--- config.mk ---
export PLATFORM = sky130hd
export DESIGN_NAME = krd_ctrl
export DESIGN_NICKNAME = d
export VERILOG_FILES = /design/src/sv/krd_pkg.sv /design/src/sv/krd_ctrl.sv
export VERILOG_INCLUDE_DIRS = /design/src /design/src/sv
export SDC_FILE = /design/constraint.sdc
export NUM_CORES = 1
export LEC_CHECK = 0
export ABC_AREA = 1
export BUFFER_PORTS_ARGS = -buffer_cell sky130_fd_sc_hd__buf_2
export CAP_MARGIN = 20
export CORE_AREA = 2 2 39 41
export CTS_BUF_LIST = sky130_fd_sc_hd__clkbuf_8
export DETAILED_ROUTE_END_ITERATION = 8
export DIE_AREA = 0 0 41 43
export PLACE_DENSITY = 0.53
export SYNTH_ARGS = -nofsm -noshare
export SYNTH_HDL_FRONTEND = slang
export SYNTH_SLANG_ARGS = --single-unit
export TNS_END_PERCENT = 50
--- constraint.sdc ---
create_clock -name clk -period 1 [get_ports clk]
set_clock_uncertainty 0.1 [all_clocks]
set_input_delay 0.1 -clock clk [delete_from_list [all_inputs] [get_ports clk]]
set_output_delay 0.1 -clock clk [all_outputs]
set_load 0.02 [all_outputs]
--- src/sv/knock_rhythm_detector_core_macros.svh ---
// Assertion macros shared by the knock rhythm detector modules.
// Each macro expects clk and rst_n in the scope where it is used.
`ifndef KNOCK_RHYTHM_DETECTOR_CORE_MACROS_SVH
`define KNOCK_RHYTHM_DETECTOR_CORE_MACROS_SVH
`ifndef SYNTH
`define KRD_ASSERT(name, prop) \
    name: assert property (@(posedge clk) disable iff (!rst_n) prop) \
        else $error("assertion failed");
`define KRD_ASSERT_NEVER(name, cond) \
    name: assert property (@(posedge clk) disable iff (!rst_n) !(cond)) \
        else $error("forbidden condition seen");
`else
`define KRD_ASSERT(name, prop)
`define KRD_ASSERT_NEVER(name, cond)
`endif
`endif

--- src/sv/krd_pkg.sv ---
// Types and constants for the knock rhythm detector.
// Used by krd_ctrl, krd_datapath and knock_rhythm_detector_core.
package krd_pkg;

    localparam int TIME_W     = 32;
    localparam int VAL_W      = 24;
    localparam int TOL_W      = 11;
    localparam int CFG_IDX_W  = 2;
    localparam int CFG_DATA_W = 24;
    localparam int SCALE_W    = 10;

    localparam logic [CFG_IDX_W-1:0] CFG_GAP_TIMEOUT = 2'd0;
    localparam logic [CFG_IDX_W-1:0] CFG_TOL_LOW     = 2'd1;
    localparam logic [CFG_IDX_W-1:0] CFG_TOL_HIGH    = 2'd2;

    localparam logic [VAL_W-1:0]   GAP_RESET      = 24'd10000000;
    localparam logic [TOL_W-1:0]   TOL_LOW_RESET  = 11'd950;
    localparam logic [TOL_W-1:0]   TOL_HIGH_RESET = 11'd1050;
    localparam logic [SCALE_W-1:0] PER_MILLE      = 10'd1000;

    // product widths for the per-mille bound checks
    localparam int LO_W    = TOL_W + VAL_W;
    localparam int HI_W    = TOL_W + 1 + VAL_W;
    localparam int SCALE_P = VAL_W + SCALE_W;

    typedef struct packed {
        logic capture;
        logic sum_clr;
        logic sum_acc;
        logic div_step;
        logic mul;
        logic chk_step;
        logic emit;
    } krd_cmd_t;

    typedef struct packed {
        logic full;
        logic idx_last;
        logic out_free;
    } krd_stat_t;

endpackage

--- src/sv/krd_ctrl.sv ---
// Sequencer for the knock rhythm detector: capture, sum, divide, check, emit.
// Depends on krd_pkg and the assertion macro header.
`include "knock_rhythm_detector_core_macros.svh"

module krd_ctrl
(
    input  logic               clk,
    input  logic               rst_n,
    input  logic               in_valid,
    output logic               in_ready,
    input  krd_pkg::krd_stat_t stat,
    output krd_pkg::krd_cmd_t  cmd
);
    import krd_pkg::*;

    localparam logic [2:0] S_IDLE  = 3'd0;
    localparam logic [2:0] S_EVAL  = 3'd1;
    localparam logic [2:0] S_SUM   = 3'd2;
    localparam logic [2:0] S_DIV   = 3'd3;
    localparam logic [2:0] S_MUL   = 3'd4;
    localparam logic [2:0] S_CHECK = 3'd5;
    localparam logic [2:0] S_EMIT  = 3'd6;

    logic [2:0] state_reg;
    logic [2:0] state_next;

    assign in_ready = (state_reg == S_IDLE);

    always_comb
    begin
        cmd        = '0;
        state_next = state_reg;
        case (state_reg)
            S_IDLE:
            begin
                if (in_valid)
                begin
                    cmd.capture = 1'b1;
                    state_next  = S_EVAL;
                end
            end
            S_EVAL:
            begin
                if (stat.full)
                begin
                    cmd.sum_clr = 1'b1;
                    state_next  = S_SUM;
                end
                else
                begin
                    state_next = S_EMIT;
                end
            end
            S_SUM:
            begin
                cmd.sum_acc = 1'b1;
                if (stat.idx_last)
                    state_next = S_DIV;
            end
            S_DIV:
            begin
                cmd.div_step = 1'b1;
                state_next   = S_MUL;
            end
            S_MUL:
            begin
                cmd.mul    = 1'b1;
                state_next = S_CHECK;
            end
            S_CHECK:
            begin
                cmd.chk_step = 1'b1;
                if (stat.idx_last)
                    state_next = S_EMIT;
            end
            S_EMIT:
            begin
                // hold until the output register is free
                if (stat.out_free)
                begin
                    cmd.emit   = 1'b1;
                    state_next = S_IDLE;
                end
            end
            default:
            begin
                state_next = S_IDLE;
            end
        endcase
    end

    always_ff @(posedge clk or negedge rst_n)
    begin
        if (!rst_n)
            state_reg <= S_IDLE;
        else
            state_reg <= state_next;
    end

    `KRD_ASSERT(a_accept_to_eval, in_valid && in_ready |=> state_reg == S_EVAL)
    `KRD_ASSERT(a_emit_when_free, cmd.emit |-> stat.out_free)
    `KRD_ASSERT(a_sum_then_div, state_reg == S_SUM && stat.idx_last |=> state_reg == S_DIV)
    `KRD_ASSERT_NEVER(a_capture_outside_idle, cmd.capture && state_reg != S_IDLE)

endmodule

==> impl_metrics.ini <==
[outcome]
status = finished with violations
violations = setup timing

[yosys]
ys_seq_area_share_pct = 26.3
synth_edf_count = 0
ys_ff_latch = 3
synthTopCellsByCount = 12 x nand2_1, 9 x inv_1, 6 x nor2_1
synth-main-ff-cell = dfrtp_1
synth_cells = 48
syn_avg_cell_area_um2 = 5.94
synth.area.top_cells = dfrtp_1 26%, nand2_1 16%, inv_1 12%
yosysMostFrequentCell = nand2_1
synth.largest_area_cell = dfrtp_1
ys_warn_count = 0
netlist-cell-type-count = 12
synthArstFlopShare_pct = 100
synth_top_area_share_pct = 26.3
netlist_area_um2 = 285
synth_nets = 54

[global_routing]
grt_usage_pct = 11.6
antenna_found_initial = 0
grt_max_degree = 9
grt-ovfl-total = 0
grt_pass1_vias = 368
grt_pass1_wl_um = 1380

[power_and_ir_drop]
ir_worst_vdd_v = 0.00143
p_seq_share_pct = 13.9
p_leak_uw = 0.000356
power_density_mw_per_mm2 = 3520
combPwrFrac_pct = 70.9
clockPowerShare_pct = 15.1
switchingPower_uw = 979
switching_share_pct = 43.2
internal_power_uw = 1280

[min_path]
hold_class = input pin to flop
holdPathEnd = state_reg[0]
holdPathStages = 4
min_from = stat[1]

[timing]
grt_setup_unrepaired = true
final.setup.tns_ns = -3.26
setup_violations = 11
fin_crit_ns = 1.34
slew_viol_final = 0
hold_ws_ns = 0.0531
tightestPinTransition_ns = 0.211
layout_setup_ws_ns = -0.343
min_period_over_period_pct = 134
max-slew-margin-rel_pct = 85.9
max_freq_mhz = 745
final_hold_viol_count = 0

[routing]
first_pass_iters = 4
vias = 390
drc = 0
drtIter0Drc = 2
drt_wl_total_um = 786
wl_per_cell_um = 8.54
via_per_inst = 4.24
detail-route-antenna-nets = 0

[finish]
drive_gt1_share_pct = 68.4
syn2layout_area_growth_pct = 125
largest_register_ff_count = 3
nFillCells = 144
fin_nets = 83
post-route-util_pct = 46.5
antenna_cells = 0

[place]
gp_congestion = 0.803
dp_slack_ns = -0.248
hpwl_um = 545
portBuffers = 13

[clock_tree]
htreeDepth = 1
root_buffer = clkbuf_8
path_clk_slew_ns = 0.03
clockBufferDepth = 2
numCtsBuffers = 3
cts_tree = done
clock-sinks = 3
clkLatencyLatePin_ns = 0.22

[setup_path]
end_kind = output port
reg2reg_depth = 8
path_max_fanout = 6
cp-start-kind = flop
reg2reg_from = state_reg[1]
crit_type = flop to output port
timing.reg2reg.setup_slack_ns = -0.29
r2r-end = state_reg[0]
cp.arrival_ns = 1.14
critPathRequiredTime_ns = 0.80

[die]
core_mm2 = 0.00138
initial_core_util_pct = 20.6
design.die.area_mm2 = 0.00176
die_w_um = 41
dieHeight_um = 43
io_pins = 14
num_rows = 14

[run]
max_cap_viol_count = 0
## cells in the final DEF, fill, tap and decap left out, drive strengths merged
master        n
a21oi         1
buf          25
clkbuf        3
dfrtp         3
dlygate4sd3   1
inv          12
nand2        15
nand3         6
nor2          6
nor3          2
o21ai         2
## worst max-delay path by stage
stage	start	to	cells after the start	slack, ns
after CTS	state_reg[1]	cmd[0]	4	-0.32
after floorplan	state_reg[1]	state_reg[2]	9	-0.09
after detailed placement	state_reg[1]	state_reg[2]	7	-0.25
after global placement	state_reg[1]	cmd[5]	3	-0.22
after global routing	state_reg[1]	cmd[6]	5	-0.39
final	state_reg[1]	cmd[5]	4	-0.34
## critical path, cell delays in order (launching register included)
cell and delay (ns):
dfrtp_2 0.43, buf_12 0.15, buf_6 0.11, nor3_4 0.10, buf_6 0.13
## what timing repair did
item | 4_1_cts | 5_1_grt
pin swaps | 1 | 1
endpoints found under the hold margin | 3 | 0
hold buffers | 1 | 0
setup endpoints to repair | 11 | 11
gates resized for setup | 17 | 14
setup buffers | 5 | 3
## logic make-up (layout without fill, tap and decap cells)
logic type / Yosys count / in the layout / share of synthesized area [%]
DFF: 3 / 3 / 26.3
and+or+nand+nor: 29 / 29 / 46.1
AOI/OAI and AO/OA: 3 / 3 / 5.26
buffers and inverters: 13 / 41 / 22.4
## routing by layer
layer	GRT usage, %	share of wire [%]
met2	17.5	52
met3	3.14	3.6
met5	0	0
met1	13.4	42
met4	8.00	2.0
## through the flow
stage / instances / cell area [µm²] / total power (µW)
finish: 92 / 643 / 2260
global route: 92 / 643 / 2450
CTS: 89 / 566 / 1980
detailed placement: 79 / 425 / 1310
global placement: 79 / 425 / 1300
floorplan: 48 / 333 / 1070
## layout make-up
cell class	count	area, µm²	area share, %
Clock inverter	1	3.75	0.584
Tap cell	16	20.0	3.11
Inverter	11	43.8	6.81
Clock buffer	3	41.3	6.42
Timing Repair Buffer	26	239	37.2
Sequential cell	3	78.8	12.3
Multi-Input combinational cell	32	216	33.7
## power by group through the flow
stage               Combinational (µW)  Sequential, µW  Clock [µW]
finish                            1610             315         343
global route                      1750             329         366
CTS                               1300             329         348
detailed placement                 951             354           0
global placement                   948             348           0
floorplan                          829             244           0
Power figures use the tool's default switching activity.
